<file path="src/rtl/core/wmtf_pkg.sv">
// ----------------------------------------------------------------------------
// wmtf_pkg
// Shared constants and types for the windowed mean and trimmed mean filter.
// ----------------------------------------------------------------------------
package wmtf_pkg;

   localparam int WINDOW_DEPTH = 8;
   localparam int SAMPLE_WIDTH = 16;
   localparam int TRIM_DROP    = 2;

   localparam int SLOT_W = $clog2(WINDOW_DEPTH);
   localparam int CNT_W  = $clog2(WINDOW_DEPTH + 1);
   localparam int SUM_W  = SAMPLE_WIDTH + $clog2(WINDOW_DEPTH);
   localparam int DCNT_W = $clog2(SUM_W + 1);

   localparam int ADDR_W = 3;
   localparam int DATA_W = 32;

   localparam logic [ADDR_W-3:0] REG_TRIM_MODE = '0;

   typedef logic signed [SAMPLE_WIDTH-1:0] sample_type;
   typedef logic signed [SUM_W-1:0]        sum_type;

endpackage

</file>
<file path="src/rtl/core/window_mean_trimmed_filter_unit.sv">
// ----------------------------------------------------------------------------
// window_mean_trimmed_filter_unit
// Moving average over the last samples, with an optional trimmed mean.
// ----------------------------------------------------------------------------
// Each accepted item is one signed sample and yields one filtered item. The
// unit holds off new items while it works: it reads the slot being replaced,
// updates the ring store and running sum, then in trimmed mode with more than
// TRIM_DROP entries filled runs a min/max scan over the filled entries, and
// finally a restoring divider produces one quotient bit per cycle (SUM_W bits,
// 19 at the default depth) before the item is handed to the output. The
// hand-over waits while the previous item is still unread in the output
// register. A finished item waits in the output register, so the next sample
// is taken while it is unread.
module window_mean_trimmed_filter_unit (
   input  logic                              clock,
   input  logic                              reset,
   input  logic                              req_valid,
   output logic                              req_stall,
   input  logic [wmtf_pkg::SAMPLE_WIDTH-1:0] req_sample,
   output logic                              rsp_valid,
   input  logic                              rsp_stall,
   output logic [wmtf_pkg::SAMPLE_WIDTH-1:0] rsp_filtered,
   input  logic                              psel,
   input  logic                              penable,
   input  logic                              pwrite,
   input  logic [wmtf_pkg::ADDR_W-1:0]       paddr,
   input  logic [wmtf_pkg::DATA_W-1:0]       pwdata,
   output logic [wmtf_pkg::DATA_W-1:0]       prdata,
   output logic                              pready
);

   localparam int SW = wmtf_pkg::SAMPLE_WIDTH;
   localparam int AW = wmtf_pkg::ADDR_W;
   localparam int SLW = wmtf_pkg::SLOT_W;
   localparam int CW = wmtf_pkg::CNT_W;
   localparam int MW = wmtf_pkg::SUM_W;
   localparam int DW = wmtf_pkg::DCNT_W;

   localparam logic [2:0] ST_IDLE = 3'd0;
   localparam logic [2:0] ST_UPD  = 3'd1;
   localparam logic [2:0] ST_SCAN = 3'd2;
   localparam logic [2:0] ST_TRIM = 3'd3;
   localparam logic [2:0] ST_DIV  = 3'd4;
   localparam logic [2:0] ST_DONE = 3'd5;

   wmtf_pkg::sample_type mem [wmtf_pkg::WINDOW_DEPTH];
   wmtf_pkg::sample_type mem_rd_ff;
   logic [SLW-1:0]       rd_addr;
   logic                 mem_we;

   logic [2:0]           state_ff, state_in;
   logic                 trim_ff, trim_in;
   logic [SLW-1:0]       slot_ff, slot_in;
   logic [CW-1:0]        count_ff, count_in;
   wmtf_pkg::sum_type    sum_ff, sum_in;
   wmtf_pkg::sample_type sample_ff, sample_in;
   logic [CW-1:0]        idx_ff, idx_in;
   wmtf_pkg::sample_type lo_ff, lo_in, hi_ff, hi_in;
   logic                 neg_ff, neg_in;
   logic [MW-1:0]        quo_ff, quo_in;
   logic [CW-1:0]        rem_ff, rem_in;
   logic [CW-1:0]        div_ff, div_in;
   logic [DW-1:0]        dcnt_ff, dcnt_in;
   logic                 rsp_valid_ff, rsp_valid_in;
   wmtf_pkg::sample_type rsp_data_ff, rsp_data_in;

   wmtf_pkg::sample_type old_entry;
   wmtf_pkg::sum_type    sum_new;
   logic [CW-1:0]        count_new;
   logic signed [MW:0]   trim_wide;
   wmtf_pkg::sum_type    dividend;
   logic [CW:0]          trial;
   logic [MW-1:0]        quo_signed;
   logic                 load_div;
   logic                 cfg_write;
   logic                 req_accept;

   assign pready     = 1'b1;
   assign cfg_write  = psel && penable && pwrite;
   assign req_stall  = (state_ff != ST_IDLE);
   assign req_accept = req_valid && !req_stall;

   assign rsp_valid    = rsp_valid_ff;
   assign rsp_filtered = rsp_data_ff;

   always_comb begin
      prdata = '0;
      if (paddr[AW-1:2] == wmtf_pkg::REG_TRIM_MODE) begin
         prdata[0] = trim_ff;
      end
   end

   assign old_entry = (count_ff == CW'(wmtf_pkg::WINDOW_DEPTH)) ? mem_rd_ff : '0;
   assign sum_new   = sum_ff - MW'(old_entry) + MW'(sample_ff);
   assign count_new = (count_ff == CW'(wmtf_pkg::WINDOW_DEPTH)) ? count_ff
                                                                : count_ff + 1'b1;
   assign trim_wide = (MW+1)'(sum_ff) - (MW+1)'(lo_ff) - (MW+1)'(hi_ff);
   assign trial     = {rem_ff, quo_ff[MW-1]};
   assign quo_signed = neg_ff ? (~quo_ff + 1'b1) : quo_ff;

   always_comb begin
      rd_addr = slot_ff;
      if (state_ff == ST_SCAN) begin
         rd_addr = idx_ff[SLW-1:0];
      end
   end

   assign mem_we = (state_ff == ST_UPD);

   always_ff @(posedge clock) begin
      if (mem_we) begin
         mem[slot_ff] <= sample_ff;
      end
      mem_rd_ff <= mem[rd_addr];
   end

   always_comb begin
      state_in     = state_ff;
      trim_in      = trim_ff;
      slot_in      = slot_ff;
      count_in     = count_ff;
      sum_in       = sum_ff;
      sample_in    = sample_ff;
      idx_in       = idx_ff;
      lo_in        = lo_ff;
      hi_in        = hi_ff;
      neg_in       = neg_ff;
      quo_in       = quo_ff;
      rem_in       = rem_ff;
      div_in       = div_ff;
      dcnt_in      = dcnt_ff;
      rsp_valid_in = rsp_valid_ff;
      rsp_data_in  = rsp_data_ff;
      load_div     = 1'b0;
      dividend     = sum_ff;

      if (cfg_write && paddr[AW-1:2] == wmtf_pkg::REG_TRIM_MODE) begin
         trim_in = pwdata[0];
      end

      if (rsp_valid_ff && !rsp_stall) begin
         rsp_valid_in = 1'b0;
      end

      case (state_ff)
         ST_IDLE: begin
            if (req_accept) begin
               sample_in = req_sample;
               state_in  = ST_UPD;
            end
         end
         ST_UPD: begin
            sum_in   = sum_new;
            count_in = count_new;
            slot_in  = (slot_ff == SLW'(wmtf_pkg::WINDOW_DEPTH - 1)) ? '0
                                                                     : slot_ff + 1'b1;
            if (trim_ff && count_new > CW'(wmtf_pkg::TRIM_DROP)) begin
               idx_in   = '0;
               state_in = ST_SCAN;
            end else begin
               dividend = sum_new;
               div_in   = count_new;
               load_div = 1'b1;
            end
         end
         ST_SCAN: begin
            if (idx_ff == CW'(1)) begin
               lo_in = mem_rd_ff;
               hi_in = mem_rd_ff;
            end else if (idx_ff != '0) begin
               if (mem_rd_ff < lo_ff) begin
                  lo_in = mem_rd_ff;
               end
               if (mem_rd_ff > hi_ff) begin
                  hi_in = mem_rd_ff;
               end
            end
            idx_in = idx_ff + 1'b1;
            if (idx_ff == count_ff) begin
               state_in = ST_TRIM;
            end
         end
         ST_TRIM: begin
            dividend = trim_wide[MW-1:0];
            div_in   = count_ff - CW'(wmtf_pkg::TRIM_DROP);
            load_div = 1'b1;
         end
         ST_DIV: begin
            if (trial >= {1'b0, div_ff}) begin
               rem_in = CW'(trial - {1'b0, div_ff});
               quo_in = {quo_ff[MW-2:0], 1'b1};
            end else begin
               rem_in = trial[CW-1:0];
               quo_in = {quo_ff[MW-2:0], 1'b0};
            end
            dcnt_in = dcnt_ff - 1'b1;
            if (dcnt_ff == DW'(1)) begin
               state_in = ST_DONE;
            end
         end
         ST_DONE: begin
            if (!rsp_valid_ff || !rsp_stall) begin
               rsp_valid_in = 1'b1;
               rsp_data_in  = quo_signed[SW-1:0];
               state_in     = ST_IDLE;
            end
         end
         default: begin
            state_in = ST_IDLE;
         end
      endcase

      if (load_div) begin
         neg_in   = dividend[MW-1];
         quo_in   = dividend[MW-1] ? (~dividend + 1'b1) : dividend;
         rem_in   = '0;
         dcnt_in  = DW'(MW);
         state_in = ST_DIV;
      end
   end

   always_ff @(posedge clock) begin
      if (reset) begin
         state_ff     <= ST_IDLE;
         trim_ff      <= 1'b0;
         slot_ff      <= '0;
         count_ff     <= '0;
         sum_ff       <= '0;
         rsp_valid_ff <= 1'b0;
      end else begin
         state_ff     <= state_in;
         trim_ff      <= trim_in;
         slot_ff      <= slot_in;
         count_ff     <= count_in;
         sum_ff       <= sum_in;
         rsp_valid_ff <= rsp_valid_in;
      end
      sample_ff   <= sample_in;
      idx_ff      <= idx_in;
      lo_ff       <= lo_in;
      hi_ff       <= hi_in;
      neg_ff      <= neg_in;
      quo_ff      <= quo_in;
      rem_ff      <= rem_in;
      div_ff      <= div_in;
      dcnt_ff     <= dcnt_in;
      rsp_data_ff <= rsp_data_in;
   end

endmodule

</file>
<file path="config.mk">
export PLATFORM = sky130hd
export DESIGN_NAME = window_mean_trimmed_filter_unit
export DESIGN_NICKNAME = d
export VERILOG_FILES = /design/src/rtl/core/wmtf_pkg.sv /design/src/rtl/core/window_mean_trimmed_filter_unit.sv
export SDC_FILE = /design/constraint.sdc
export NUM_CORES = 1
export LEC_CHECK = 0
export BUFFER_PORTS_ARGS = -buffer_cell sky130_fd_sc_hd__buf_2
export CORE_MARGIN = 3
export CORE_UTILIZATION = 55
export CTS_CLUSTER_SIZE = 12
export DETAILED_ROUTE_END_ITERATION = 8
export PLACE_DENSITY_LB_ADDON = 0.25
export SLEW_MARGIN = 20
export SYNTH_ARGS = -nofsm -noshare
export SYNTH_HDL_FRONTEND = slang
export SYNTH_SLANG_ARGS = --single-unit
</file>
<file path="constraint.sdc">
create_clock -name clock -period 10.5 [get_ports clock]
set_clock_uncertainty 0.2 [all_clocks]
set_input_delay 2.1 -clock clock [delete_from_list [all_inputs] [get_ports clock]]
set_output_delay 2.1 -clock clock [all_outputs]
set_load 0.02 [all_outputs]
</file>
======== Yosys cells after proc, flatten, opt, wreduce, memory -nomap -nowiden ========
Memory sizes are Yosys's and may differ from the RTL's. A register that Yosys moved wholly into a read port is not among the register bits.
Cells that the tools add are included.
word-level totals
  bits in registers ....................... 132
  memory bits (writable) .................. 128
  input bits .............................. 58
  output and inout bits ................... 51
  word-level logic and storage cells ...... 125
  memories ................................ 1
memories
  name  words  bits a word  read ports  clocked after Yosys merged registers in  wr ports  RTL line                               source
  mem   8      16           1           1                                        1         window_mean_trimmed_filter_unit.sv:46  wmtf_pkg::sample_type mem [wmtf_pkg::WINDOW_DEPTH];
cells by class
  $add $sub $neg .......................... 12
  $lt $le $gt $ge ......................... 4
  equality and inequality tests ........... 22
  mux-type cells .......................... 37
  bitwise operators ....................... 4
  reduce and logical (&&, ||, !) cells .... 28
operators with widths
  operator                                       count
  2-to-1 mux 16 bit                              8
  2-to-1 mux 19 bit                              4
  subtractor 19 x 16 -> 19 bit                   3
  one-hot mux 19 bit (2 select lines)            1
  2-to-1 mux 3 bit                               8
  adder 19 x 1 -> 19 bit, second input constant  1
  adder 19 x 16 -> 19 bit                        1
  NOT 19 bit                                     1
  one-hot mux 3 bit (6 select lines)             1
  adder 16 x 1 -> 16 bit, second input constant  1
  > comparator 16 bit                            1
  less-than comparator 16 bit                    1
  2-to-1 mux 4 bit                               4
  NOT 16 bit                                     1
  one-hot mux 4 bit (2 select lines)             2
  AND reduction 6 bit                            2
  nonzero test 2 bit                             6
  inequality test 2 bit, second input constant   5
  == test 3 bit, second input constant           3
  inequality test 3 bit, second input constant   3
  adder 4 x 1 -> 4 bit, second input constant    2
  2-to-1 mux 1 bit                               8
  AND reduction 2 bit                            4
  == test 3 x 2 -> 1 bit, second input constant  2
  24 further kinds                               34

======== Logic depth before layout (Yosys ltp) ========
Gate-level depths: netlist of the first run.
  word-level depth ........................ 10
  gate-level depth with buffers ........... 21
  depth with buffers taken out ............ 19

======== Worst setup path before layout of the first run ========
No wires, ideal clock.
  path type ............................... register to register
  from .................................... reg count_ff[0]
  to ...................................... reg quo_ff[17] (data pin)
  library setup time ...................... 265 ps
  data arrival time ....................... 4540 ps
  required time ........................... 10035 ps
  setup slack ............................. 5495 ps
  stages on the path, launching flop included .. 21
  path buffers ............................ 3
  clock period less this slack ............ 5005 ps
  cells stage by stage .................... dfxtp_1 > inv_1 > ha_1 > and3b_1 > clkbuf_1 > clkbuf_1 > and2_1 > fa_1 > inv_1 > fa_1 > a21o_1 > a221o_1 > a211oi_1 > o41ai_2 > a21o_1 > nor4_1 > nor3_2 > buf_2 > a41oi_1 > xor2_1 > o21ai_1
between the ends
  cells in the longest elaborated chain, start to end .. 10
  elaborated cells between the ends (all ways) .. 16
  those cells by class .................... add/sub (4); order compare (1); eq/ne (1); mux (8); bitwise (1); reduce/logical (1)
RTL lines
  item                                                                         RTL line                                                                                                             source
  start: declaration                                                           window_mean_trimmed_filter_unit.sv:54                                                                                logic [CW-1:0] count_ff, count_in;
  start signal: assignment                                                     window_mean_trimmed_filter_unit.sv:234                                                                               count_ff <= count_in;
  == test 4 bit or adder 4 x 1 -> 4 bit (tied branches)                        window_mean_trimmed_filter_unit.sv:93, window_mean_trimmed_filter_unit.sv:95, window_mean_trimmed_filter_unit.sv:96
  2-to-1 mux 16 bit or 2-to-1 mux 4 bit (tied branches)                        window_mean_trimmed_filter_unit.sv:93, window_mean_trimmed_filter_unit.sv:95
  subtractor 19 x 16 -> 19 bit or > comparator 4 x 2 -> 1 bit (tied branches)  window_mean_trimmed_filter_unit.sv:94, window_mean_trimmed_filter_unit.sv:157
  adder 19 x 16 -> 19 bit or logical AND 1 bit (tied branches)                 window_mean_trimmed_filter_unit.sv:94, window_mean_trimmed_filter_unit.sv:157
  2-to-1 mux 19 bit                                                            window_mean_trimmed_filter_unit.sv:157                                                                               if (trim_ff && count_new > CW'(wmtf_pkg::TRIM_DROP)) begin
  one-hot mux 19 bit (2 select lines)                                          window_mean_trimmed_filter_unit.sv:145                                                                               case (state_ff)
  NOT 19 bit                                                                   window_mean_trimmed_filter_unit.sv:215                                                                               quo_in = dividend[MW-1] ? (~dividend + 1'b1) : dividend;
  adder 19 x 1 -> 19 bit                                                       window_mean_trimmed_filter_unit.sv:215
  2-to-1 mux 19 bit                                                            window_mean_trimmed_filter_unit.sv:215
  2-to-1 mux 19 bit (*)                                                        window_mean_trimmed_filter_unit.sv:213                                                                               if (load_div) begin
  net quo_in[17]                                                               window_mean_trimmed_filter_unit.sv:60                                                                                logic [MW-1:0] quo_ff, quo_in;
  end signal: assignment                                                       window_mean_trimmed_filter_unit.sv:243                                                                               quo_ff <= quo_in;
  end: declaration                                                             window_mean_trimmed_filter_unit.sv:60
Mark *: on every way through the listed nets, which the timed path passes. The rest lies on a longest branch.
A chain may end at the register's enable or synchronous reset.

======== Worst setup path after layout of the first run ========
  from .................................... reg count_ff[0]
  to ...................................... reg quo_ff[5] (data pin)
between the ends
  elaborated cells between the ends (all ways) .. 16
  those cells by class .................... add/sub (4); order compare (1); eq/ne (1); mux (8); bitwise (1); reduce/logical (1)
RTL lines
  item                                                                         RTL line                                                                                                             source
  == test 4 bit or adder 4 x 1 -> 4 bit (tied branches)                        window_mean_trimmed_filter_unit.sv:93, window_mean_trimmed_filter_unit.sv:95, window_mean_trimmed_filter_unit.sv:96
  2-to-1 mux 16 bit or 2-to-1 mux 4 bit (tied branches)                        window_mean_trimmed_filter_unit.sv:93, window_mean_trimmed_filter_unit.sv:95
  subtractor 19 x 16 -> 19 bit or > comparator 4 x 2 -> 1 bit (tied branches)  window_mean_trimmed_filter_unit.sv:94, window_mean_trimmed_filter_unit.sv:157
  adder 19 x 16 -> 19 bit or logical AND 1 bit (tied branches)                 window_mean_trimmed_filter_unit.sv:94, window_mean_trimmed_filter_unit.sv:157
  2-to-1 mux 19 bit (*)                                                        window_mean_trimmed_filter_unit.sv:157
  one-hot mux 19 bit (2 select lines) (*)                                      window_mean_trimmed_filter_unit.sv:145
  net dividend[18]                                                             window_mean_trimmed_filter_unit.sv:71                                                                                wmtf_pkg::sum_type dividend;
  2-to-1 mux 19 bit (*)                                                        window_mean_trimmed_filter_unit.sv:215
  2-to-1 mux 19 bit (*)                                                        window_mean_trimmed_filter_unit.sv:213
  net quo_in[5]                                                                window_mean_trimmed_filter_unit.sv:60
Marked as above.

==> results of run 1 <==
==> area by class of cell <==
class / instances / share of cell area, %
clock buffers: 47 / 4.95
repair buffers: 63 / 2.17
inverters: 135 / 3.01
flip-flops and latches: 276 / 45.9
clock inverters: 7 / 0.320
multi-input cells: 848 / 40.9
well taps: 372 / 2.76
==> worst paths after layout <==
kind / slack, ns / to / depth (start not counted)
max: 4.36 / quo_ff[5] / 18
min: 0.30 / rem_ff[3] / 2
max reg2reg: 4.36 / quo_ff[5] / 18
min reg2reg: 0.30 / rem_ff[3] / 2
==> cells by family (layout without fill, tap and decap cells) <==
kind of cell | after synthesis | in the layout | share of synthesized area, %
AOI/OAI and AO/OA | 252 | 252 | 11.0
xor gates and xnor gates | 76 | 76 | 4.33
adders and majority gates | 126 | 126 | 12.1
buffers and inverters | 210 | 252 | 6.05
DFF | 276 | 276 | 50.3
muxes | 55 | 55 | 6.32
other | 2 | 32 | 0.0489
and+or+nand+nor | 307 | 307 | 9.87
==> per-stage QoR <==
step                      total power [mW]  hold slack [ns]
after floorplan                       3.75            0.252
after global placement                4.33            0.275
after detailed placement              4.38            0.291
after CTS                             5.36            0.301
after global routing                  5.76            0.327
final                                 5.35            0.303
==> critical path, stage by stage (launching register included) <==
cell and delay [ns]:
dfxtp_1 0.52, inv_1 0.12, ha_1 0.25, and3b_1 0.37, and2_1 0.28, fa_1 0.48
inv_1 0.04, ha_1 0.44, a21oi_1 0.10, o21ai_0 0.29, o21ai_0 0.22, o41ai_2 0.60
a21o_1 0.23, nor4_1 0.07, nor3_2 0.74, clkinv_1 0.47, o21ai_0 0.22, xor2_1 0.17
o21ai_0 0.08
==> routing by layer <==
metal	part of all wire, %	global-route usage, %	vias up
met5	0	0	-
met4	3.4	7.40	0
met3	5.0	3.10	86
met2	48	36.3	281
met1	43	28.9	4791
li1	-	-	4757
==> power by group <==
part	switching (mW)	internal, mW	leakage, nW
registers	0.230	1.49	2.46
clock network	0.413	0.543	0.426
logic	1.59	1.09	3.72
total	2.23	3.13	6.62
==> registers in the layout, summed over array words and instances, names as in the netlist <==
register	flops
count_ff	4
sample_ff	16
quo_ff	19
rem_ff	4
div_ff	4
trim_ff	1
sum_ff	19
mem_rd_ff	16
mem	128
slot_ff	3
rsp_filtered	16
neg_ff	1
idx_ff	4
hi_ff	16
rsp_valid	1
lo_ff	16
dcnt_ff	5
state_ff	3
==> cells in the final DEF (no fill, tap or decap), types with 8 or more instances in the layout <==
cell	synthesis	routed
edfxtp_1	220	220
inv_1	133	133
nand2_1	110	110
ha_1	89	89
a21oi_1	85	83
nor2_1	61	60
dfxtp_1	56	56
xnor2_1	51	51
buf_2	8	43
o21ai_0	38	37
fa_1	37	37
mux4_2	32	32
conb_1	2	32
clkbuf_16	0	29
xor2_1	25	25
a21o_1	22	22
and2_1	21	21
buf_4	33	20
nor3_1	19	17
mux2_2	16	16
nand3_1	15	15
nand2b_1	14	14
clkbuf_1	31	14
nand4_1	11	11
nor2b_1	11	10
a211oi_1	9	9
nor4_1	10	9
a31oi_1	8	8
o31ai_1	8	8
==> impl_results.html, run 1 <==
<table>
<tr><th>Metric</th><th>Value</th></tr>
<tr><th colspan="2">Setup path</th></tr>
<tr><td>Startpoint-to-endpoint class of the critical path</td><td>reg -&gt; reg</td></tr>
<tr><td>Critical path capture point type</td><td>flop</td></tr>
<tr><td>CP Max Fanout</td><td>18</td></tr>
<tr><td>Critical Path RT</td><td>10.60 ns</td></tr>
<tr><td>Type of element launching the critical path</td><td>flop</td></tr>
<tr><td>Startpoint of the worst-slack reg-to-reg timing path</td><td>count_ff[0]</td></tr>
<tr><td>Arrival time of data at the critical path endpoint</td><td>approximately 6.2 ns</td></tr>
<tr><td>Launch point of the critical path</td><td>count_ff[0]</td></tr>
<tr><th colspan="2">Detailed routing</th></tr>
<tr><td>First DRT Iteration DRCs</td><td>681</td></tr>
<tr><td>Final Routed Wirelength</td><td>approximately 33000 µm</td></tr>
<tr><td>Vias after detailed routing</td><td>~9900</td></tr>
<tr><td>Drt via density</td><td>5.67</td></tr>
<tr><td>Number of remaining DRC errors</td><td>0</td></tr>
<tr><td>Average wire per cell in the routed design</td><td>~19 µm</td></tr>
<tr><td>DRT Pass-1 Iters</td><td>8</td></tr>
<tr><td>Antenna Violating Nets Remaining</td><td>0</td></tr>
<tr><th colspan="2">Logic synthesis</th></tr>
<tr><td>Area leader, netlist</td><td>edfxtp_1</td></tr>
<tr><td>Yosys warning count</td><td>0</td></tr>
<tr><td>Number of cells produced by synthesis</td><td>about 1300</td></tr>
<tr><td>Share of synthesized registers carrying an async set or reset</td><td>0%</td></tr>
<tr><td>Mapped Area</td><td>~0.015 mm²</td></tr>
<tr><td>Most used DFF post-synth</td><td>edfxtp_1</td></tr>
<tr><td>Number of enable flip-flop cells after synthesis</td><td>between 200 and 250</td></tr>
<tr><td>Most repeated cell in the gate-level netlist after synthesis</td><td>edfxtp_1</td></tr>
<tr><td>Largest cells by area after synthesis</td><td>edfxtp_1 (43%), dfxtp_1 (7.3%), ha_1 (7.2%)</td></tr>
<tr><td>Sequential element share of the synthesized area</td><td>50.3%</td></tr>
<tr><td>Post-synth top area share</td><td>~43%</td></tr>
<tr><td>Synth unique cells</td><td>between 70 and 80</td></tr>
<tr><td>Synthesized area per cell</td><td>between 10 and 15 µm²</td></tr>
<tr><td>Flop and latch count out of synthesis</td><td>approximately 280</td></tr>
<tr><td>Most frequent cells after synthesis</td><td>edfxtp_1 (220), inv_1 (133), nand2_1 (110), ha_1 (89), a21oi_1 (85)</td></tr>
<tr><th colspan="2">Timing</th></tr>
<tr><td>Post-route clock period utilization</td><td>around three fifths</td></tr>
<tr><td>Number of failing setup endpoints in the final timing report</td><td>0</td></tr>
<tr><td>Slew Limit Headroom</td><td>a little over a third</td></tr>
<tr><td>Unrepaired setup endpoints after global routing</td><td>false</td></tr>
<tr><td>Final TNS setup</td><td>0 ns</td></tr>
<tr><td>Number of max-slew violations in the final report</td><td>0</td></tr>
<tr><td>Final setup slack of the worst path</td><td>approximately 4.4 ns</td></tr>
<tr><td>Final period demand of the worst path</td><td>slightly above 6 ns</td></tr>
<tr><td>Peak Freq</td><td>163 MHz</td></tr>
<tr><td>Slew at the pin closest to its max-slew limit</td><td>~0.96 ns</td></tr>
<tr><td>Count of endpoints failing hold in the final timing report</td><td>0</td></tr>
<tr><th colspan="2">Global routing</th></tr>
<tr><td>Global-route wire length before repair</td><td>slightly above 50000 µm</td></tr>
<tr><td>Antenna violations before repair</td><td>0</td></tr>
<tr><td>Sum of overflow across all layers after global routing</td><td>0</td></tr>
<tr><td>Maximum number of pins on one net before global-route repair</td><td>between 50 and 60</td></tr>
<tr><td>Overall Global Routing Usage</td><td>about 22%</td></tr>
<tr><td>Vias in the first global route</td><td>~9800</td></tr>
<tr><th colspan="2">Pwr</th></tr>
<tr><td>Power per cell area</td><td>around 320 mW/mm²</td></tr>
<tr><td>Static leakage power</td><td>about 6.6 nW</td></tr>
<tr><td>Peak supply drop</td><td>approximately 0.23 mV</td></tr>
<tr><th colspan="2">Placed design</th></tr>
<tr><td>Placed cell areas</td><td>0.0159 mm²</td></tr>
<tr><td>Post-Place Worst Slack</td><td>~4.4 ns</td></tr>
<tr><td>Number of placed instances with taps included</td><td>roughly 1700</td></tr>
<tr><td>Total of buffers placed on input and output ports</td><td>43</td></tr>
<tr><td>Final weighted congestion of routability-driven global placement</td><td>between 0.9 and 1</td></tr>
<tr><td>Post-DP HPWL</td><td>23300 µm</td></tr>
<tr><th colspan="2">Flow run</th></tr>
<tr><td>Number of max-capacitance violations reported</td><td>0</td></tr>
<tr><th colspan="2">Clocking</th></tr>
<tr><td>Clock edge transition at the registers on the reported setup and hold paths</td><td>approximately 0.060 ns</td></tr>
<tr><td>Insertion delay to the later sink of the worst-skew pair</td><td>0.57 ns</td></tr>
<tr><td>Total clock sinks</td><td>between 200 and 300</td></tr>
<tr><td>Number of buffers created by CTS</td><td>29</td></tr>
<tr><td>Setup bufs post-CTS</td><td>0</td></tr>
<tr><td>Cts-stage hold buffer count</td><td>0</td></tr>
<tr><td>Total number of H-tree levels</td><td>1</td></tr>
<tr><td>Resized cells post-CTS</td><td>0</td></tr>
<tr><td>CTS root buffer</td><td>clkbuf_16</td></tr>
<tr><td>CTS tree</td><td>built</td></tr>
<tr><td>Buffer levels on the longest clock path</td><td>3</td></tr>
<tr><th colspan="2">Layout</th></tr>
<tr><td>Area Growth Syn to Fin</td><td>9.57%</td></tr>
<tr><td>Final #Nets</td><td>~1500</td></tr>
<tr><td>Fraction of final layout cells sized beyond drive strength 1</td><td>13.0%</td></tr>
<tr><td>Number of cells in the finished layout apart from fillers</td><td>about 1700</td></tr>
<tr><td>Final-layout fill cell count</td><td>2184</td></tr>
<tr><td>Final instance area</td><td>around 0.017 mm²</td></tr>
<tr><td>Antenna Cells</td><td>0</td></tr>
<tr><td>Sequential cell area</td><td>0.00773 mm²</td></tr>
<tr><td>Total area of multi-input combinational cells</td><td>approximately 0.0069 mm²</td></tr>
<tr><td>Post-Route Utilization</td><td>between 60% and 70%</td></tr>
<tr><th colspan="2">Floorplanning</th></tr>
<tr><td>Die Outline Area</td><td>around 0.03 mm²</td></tr>
<tr><td>Core Area</td><td>about 0.027 mm²</td></tr>
<tr><td>Initial Utilization</td><td>56.5%</td></tr>
<tr><td>Number of standard-cell rows in the floorplan</td><td>60</td></tr>
<tr><td>Chip Height</td><td>~170 µm</td></tr>
<tr><td>Die Width</td><td>173 µm</td></tr>
<tr><td>Number of top-level design ports</td><td>approximately 110</td></tr>
<tr><th colspan="2">Hold path</th></tr>
<tr><td>Hold Startpoint</td><td>rem_ff[3]</td></tr>
<tr><td>Kind of path behind the tightest hold check</td><td>reg -&gt; reg</td></tr>
<tr><th colspan="2">Outcome</th></tr>
<tr><td>Result of the run</td><td>finished clean</td></tr>
</table>
Note: power is estimated with default switching activity, not from simulation.
==> run 2: changes to the inputs <==
Settings changed: ABC_AREA from default to 1.
Clock period 10.5 ns to 6 ns, I/O delays scaled along.
==> impl_results.html, run 2 <==
<table>
<tr><th>Metric</th><th>Value</th></tr>
<tr><th colspan="2">Logic synthesis</th></tr>
<tr><td>Synth unique cells</td><td>57 (was 79)</td></tr>
<tr><td>Largest cells by area after synthesis</td><td>edfxtp_1 (39%), nand2_1 (8.5%), inv_1 (7.2%) (was edfxtp_1 (43%), dfxtp_1 (7.3%), ha_1 (7.2%))</td></tr>
<tr><td>Most used DFF post-synth</td><td>edfxtp_1 (unchanged)</td></tr>
<tr><td>Adder-cell share of the synthesized area</td><td>11.1% (was 12.1%)</td></tr>
<tr><td>Sequential element share of the synthesized area</td><td>46.1% (was 50.3%)</td></tr>
<tr><td>Flop and latch count out of synthesis</td><td>276 (unchanged)</td></tr>
<tr><td>Proportion of synthesized area in mux cells</td><td>0% (was 6.32%)</td></tr>
<tr><td>Mapped Area</td><td>0.0168 mm² (was 0.0154 mm²)</td></tr>
<tr><td>Compound-gate portion of the synthesized area</td><td>9.03% (was 11.0%)</td></tr>
<tr><td>Number of cells produced by synthesis</td><td>1913 (was 1304)</td></tr>
<tr><td>Synthesized area per cell</td><td>8.76 µm² (was 11.8 µm²)</td></tr>
<tr><td>Yosys warning count</td><td>0 (unchanged)</td></tr>
<tr><td>Most frequent cells after synthesis</td><td>nand2_1 (378), inv_1 (320), edfxtp_1 (220), nor2_1 (211), nand3_1 (112) (was edfxtp_1 (220), inv_1 (133), nand2_1 (110), ha_1 (89), a21oi_1 (85))</td></tr>
<tr><td>Combinational family with the most area after synthesis</td><td>simple AND/OR/NAND/NOR gates (was adder cells)</td></tr>
<tr><td>Basic-gate share of the synthesized area counting and, or, nand and nor cells</td><td>21.7% (was 9.87%)</td></tr>
<tr><td>Most repeated cell in the gate-level netlist after synthesis</td><td>nand2_1 (was edfxtp_1)</td></tr>
<tr><td>Area leader, netlist</td><td>edfxtp_1 (unchanged)</td></tr>
<tr><td>Share of synthesized registers carrying an async set or reset</td><td>0% (unchanged)</td></tr>
<tr><td>XOR/XNOR share of the synthesized area</td><td>1.72% (was 4.33%)</td></tr>
<tr><td>Number of enable flip-flop cells after synthesis</td><td>220 (unchanged)</td></tr>
<tr><td>Post-synth top area share</td><td>39.4% (was 43.0%)</td></tr>
<tr><th colspan="2">Layout</th></tr>
<tr><td>Area Growth Syn to Fin</td><td>8.29% (was 9.57%)</td></tr>
<tr><td>Flip-flop count of the largest register, all copies and words added</td><td>128 (unchanged)</td></tr>
<tr><td>Antenna Cells</td><td>0 (unchanged)</td></tr>
<tr><td>Final #Nets</td><td>2138 (was 1537)</td></tr>
<tr><td>Fraction of final layout cells sized beyond drive strength 1</td><td>8.75% (was 13.0%)</td></tr>
<tr><td>Commonest non-fill, non-tap cells in the layout</td><td>nand2_1 (378), inv_1 (320), edfxtp_1 (220), nor2_1 (210), nand3_1 (112) (was edfxtp_1 (220), inv_1 (133), nand2_1 (110), ha_1 (89), a21oi_1 (83))</td></tr>
<tr><td>Post-Route Utilization</td><td>60.8% (was 61.9%)</td></tr>
<tr><td>Register name with the most flops</td><td>mem (unchanged)</td></tr>
<tr><td>Top flop regs</td><td>mem (128), quo_ff (19), sum_ff (19) (unchanged)</td></tr>
<tr><td>Leading cell type in the layout, fill and taps excluded</td><td>nand2_1 (was edfxtp_1)</td></tr>
<tr><td>Final-layout fill cell count</td><td>2566 (was 2184)</td></tr>
<tr><th colspan="2">Timing</th></tr>
<tr><td>Count of endpoints failing hold in the final timing report</td><td>0 (unchanged)</td></tr>
<tr><td>Number of max-slew violations in the final report</td><td>0 (unchanged)</td></tr>
<tr><td>Final period demand of the worst path</td><td>4.82 ns (was 6.14 ns)</td></tr>
<tr><td>Number of failing setup endpoints in the final timing report</td><td>0 (unchanged)</td></tr>
<tr><td>Slew Limit Headroom</td><td>32.7% (was 35.9%)</td></tr>
<tr><td>Final TNS setup</td><td>0 ns (unchanged)</td></tr>
<tr><td>Peak Freq</td><td>207 MHz (was 163 MHz)</td></tr>
<tr><td>Unrepaired setup endpoints after global routing</td><td>false (unchanged)</td></tr>
<tr><td>Slew at the pin closest to its max-slew limit</td><td>1.00 ns (was 0.961 ns)</td></tr>
<tr><td>Post-route clock period utilization</td><td>80.3% (was 58.4%)</td></tr>
<tr><th colspan="2">Clocking</th></tr>
<tr><td>CTS tree</td><td>built (unchanged)</td></tr>
<tr><td>Total clock sinks</td><td>276 (unchanged)</td></tr>
<tr><td>Number of buffers created by CTS</td><td>29 (unchanged)</td></tr>
<tr><td>Setup bufs post-CTS</td><td>0 (unchanged)</td></tr>
<tr><td>Total number of H-tree levels</td><td>1 (unchanged)</td></tr>
<tr><td>Resized cells post-CTS</td><td>0 (unchanged)</td></tr>
<tr><td>Buffer levels on the longest clock path</td><td>3 (unchanged)</td></tr>
<tr><td>CTS root buffer</td><td>clkbuf_16 (unchanged)</td></tr>
<tr><td>Clock edge transition at the registers on the reported setup and hold paths</td><td>0.06 ns (about the same)</td></tr>
<tr><td>Insertion delay to the later sink of the worst-skew pair</td><td>0.56 ns (was 0.57 ns)</td></tr>
<tr><td>Cts-stage hold buffer count</td><td>0 (unchanged)</td></tr>
<tr><th colspan="2">Detailed routing</th></tr>
<tr><td>Final Routed Wirelength</td><td>39600 µm (was 32600 µm)</td></tr>
<tr><td>Vias after detailed routing</td><td>12700 (was 9915)</td></tr>
<tr><td>DRT Pass-1 Iters</td><td>5 (was 8)</td></tr>
<tr><td>First DRT Iteration DRCs</td><td>833 (was 681)</td></tr>
<tr><td>Average wire per cell in the routed design</td><td>16.7 µm (was 18.7 µm)</td></tr>
<tr><td>Number of remaining DRC errors</td><td>0 (unchanged)</td></tr>
<tr><td>Antenna Violating Nets Remaining</td><td>0 (unchanged)</td></tr>
<tr><td>Drt via density</td><td>5.36 (was 5.67)</td></tr>
<tr><th colspan="2">Pwr</th></tr>
<tr><td>Final Total Pwr</td><td>11.2 mW (was 5.35 mW)</td></tr>
<tr><td>Static leakage power</td><td>8.27 nW (was 6.62 nW)</td></tr>
<tr><td>Peak supply drop</td><td>0.311 mV (was 0.233 mV)</td></tr>
<tr><td>Power per cell area</td><td>619 mW/mm² (was 318 mW/mm²)</td></tr>
<tr><th colspan="2">Outcome</th></tr>
<tr><td>Result of the run</td><td>finished clean (unchanged)</td></tr>
<tr><th colspan="2">Floorplanning</th></tr>
<tr><td>Die Width</td><td>181 µm (was 173 µm)</td></tr>
<tr><td>Chip Height</td><td>181 µm (was 173 µm)</td></tr>
<tr><td>Die Outline Area</td><td>0.0326 mm² (was 0.0300 mm²)</td></tr>
<tr><td>Number of top-level design ports</td><td>109 (unchanged)</td></tr>
<tr><td>Initial Utilization</td><td>56.1% (was 56.5%)</td></tr>
<tr><td>Core Area</td><td>0.0299 mm² (was 0.0272 mm²)</td></tr>
<tr><td>Number of standard-cell rows in the floorplan</td><td>63 (was 60)</td></tr>
<tr><th colspan="2">Global routing</th></tr>
<tr><td>Maximum number of pins on one net before global-route repair</td><td>65 (was 53)</td></tr>
<tr><td>Sum of overflow across all layers after global routing</td><td>0 (unchanged)</td></tr>
<tr><td>Global-route wire length before repair</td><td>63900 µm (was 51900 µm)</td></tr>
<tr><td>Antenna violations before repair</td><td>1 (was 0)</td></tr>
<tr><td>Vias in the first global route</td><td>12200 (was 9846)</td></tr>
<tr><td>Overall Global Routing Usage</td><td>24.2% (was 21.5%)</td></tr>
<tr><th colspan="2">Setup path</th></tr>
<tr><td>Critical path capture point type</td><td>flop (unchanged)</td></tr>
<tr><td>Critical Path RT</td><td>6.09 ns (was 10.60 ns)</td></tr>
<tr><td>CP Max Fanout</td><td>26 (was 18)</td></tr>
<tr><td>Arrival time of data at the critical path endpoint</td><td>4.91 ns (was 6.24 ns)</td></tr>
<tr><td>Type of element launching the critical path</td><td>flop (unchanged)</td></tr>
<tr><td>Setup slack of the most critical reg-to-reg path</td><td>1.18 ns (was 4.36 ns)</td></tr>
<tr><td>Startpoint-to-endpoint class of the critical path</td><td>reg -&gt; reg (unchanged)</td></tr>
<tr><td>Startpoint of the worst-slack reg-to-reg timing path</td><td>count_ff[0] (unchanged)</td></tr>
<tr><td>Worst R2R Path Depth</td><td>20 (was 18)</td></tr>
<tr><td>End of the worst register-to-register path</td><td>quo_ff[3] (was quo_ff[5])</td></tr>
<tr><th colspan="2">Flow run</th></tr>
<tr><td>Number of max-capacitance violations reported</td><td>0 (unchanged)</td></tr>
<tr><th colspan="2">Hold path</th></tr>
<tr><td>Kind of path behind the tightest hold check</td><td>reg -&gt; reg (unchanged)</td></tr>
<tr><td>Worst Hold Endpoint</td><td>rem_ff[3] (unchanged)</td></tr>
<tr><td>Number of cells on the worst hold path</td><td>2 (unchanged)</td></tr>
<tr><td>Hold Startpoint</td><td>rem_ff[3] (unchanged)</td></tr>
<tr><th colspan="2">Placed design</th></tr>
<tr><td>Final weighted congestion of routability-driven global placement</td><td>0.958 (was 0.904)</td></tr>
<tr><td>Total of buffers placed on input and output ports</td><td>43 (unchanged)</td></tr>
<tr><td>Post-DP HPWL</td><td>29900 µm (was 23300 µm)</td></tr>
</table>
## run 2: per-layer routing
metal / up-vias / GRT usage, % / share of wire, %
met5: - / 0 / 0
met3: 63 / 3.03 / 5.6
met4: 0 / 5.31 / 1.9
li1: 6285 / - / -
met1: 6041 / 34.8 / 46
met2: 290 / 39.9 / 47
## run 2: area by class of cell
class,instances,area [µm²],area share (%)
timing repair buffer,59,335,1.85
inverter,331,1240,6.84
sequential,276,7730,42.6
multi-input combinational,1257,7440,41.0
clock inverter,9,100,0.551
clock buffer,45,816,4.49
tap,390,488,2.69
## run 2: logic make-up (layout without fill, tap and decap cells)
family,count (synthesis),count (layout)
AND/OR/NAND/NOR,812,812
buffers and inverters,410,444
flip-flops,276,276
AO/OA/AOI/OAI,254,254
adder cells (fa/ha/maj),126,126
XOR/XNOR,33,33
other,2,32
## run 2: report_power, final
| part | internal [mW] | total, mW | switching [mW] |
|---|---|---|---|
| Combinational | 2.11 | 6.39 | 4.28 |
| Clock | 1.02 | 1.74 | 0.727 |
| Sequential | 2.66 | 3.11 | 0.452 |
| Total | 5.78 | 11.2 | 5.46 |
## run 2: worst max-delay path by stage
stage / startpoint / end / slack (ns) / cells past startpoint
2_1_floorplan: count_ff[0] / quo_ff[16] / 1.86 / 24
3_3_place_gp: count_ff[0] / quo_ff[13] / 1.32 / 20
3_5_place_dp: count_ff[0] / quo_ff[13] / 1.20 / 20
4_1_cts: count_ff[0] / quo_ff[13] / 1.19 / 20
5_1_grt: count_ff[0] / quo_ff[4] / 0.69 / 20
6_report: count_ff[0] / quo_ff[3] / 1.18 / 20
## run 2: metrics by stage
step / worst slack [ns] / hold WS (ns) / instance area (µm²) / cells
2_1_floorplan: 1.86 / 0.226 / 16900 / 1943
3_3_place_gp: 1.32 / 0.255 / 17200 / 2313
3_5_place_dp: 1.20 / 0.254 / 17200 / 2313
4_1_cts: 1.19 / 0.269 / 18100 / 2367
5_1_grt: 0.686 / 0.293 / 18200 / 2367
6_report: 1.18 / 0.270 / 18200 / 2367
## run 2: critical path, cell delays in order, from the launching register on
cell and delay [ns]:
dfxtp_1 0.49, inv_1 0.12, ha_1 0.24, nand3_4 0.32
nor2_1 0.10, fa_1 0.50, inv_1 0.04, ha_1 0.37
nand2_1 0.12, inv_1 0.05, nand2_1 0.06, nand2_1 0.06
a21oi_1 0.29, nand3_1 0.13, nand2_1 0.12, nand3_2 0.10
nand3_2 0.12, o21a_1 0.70, nand3_1 0.16, nand3_1 0.15
o21ai_1 0.08
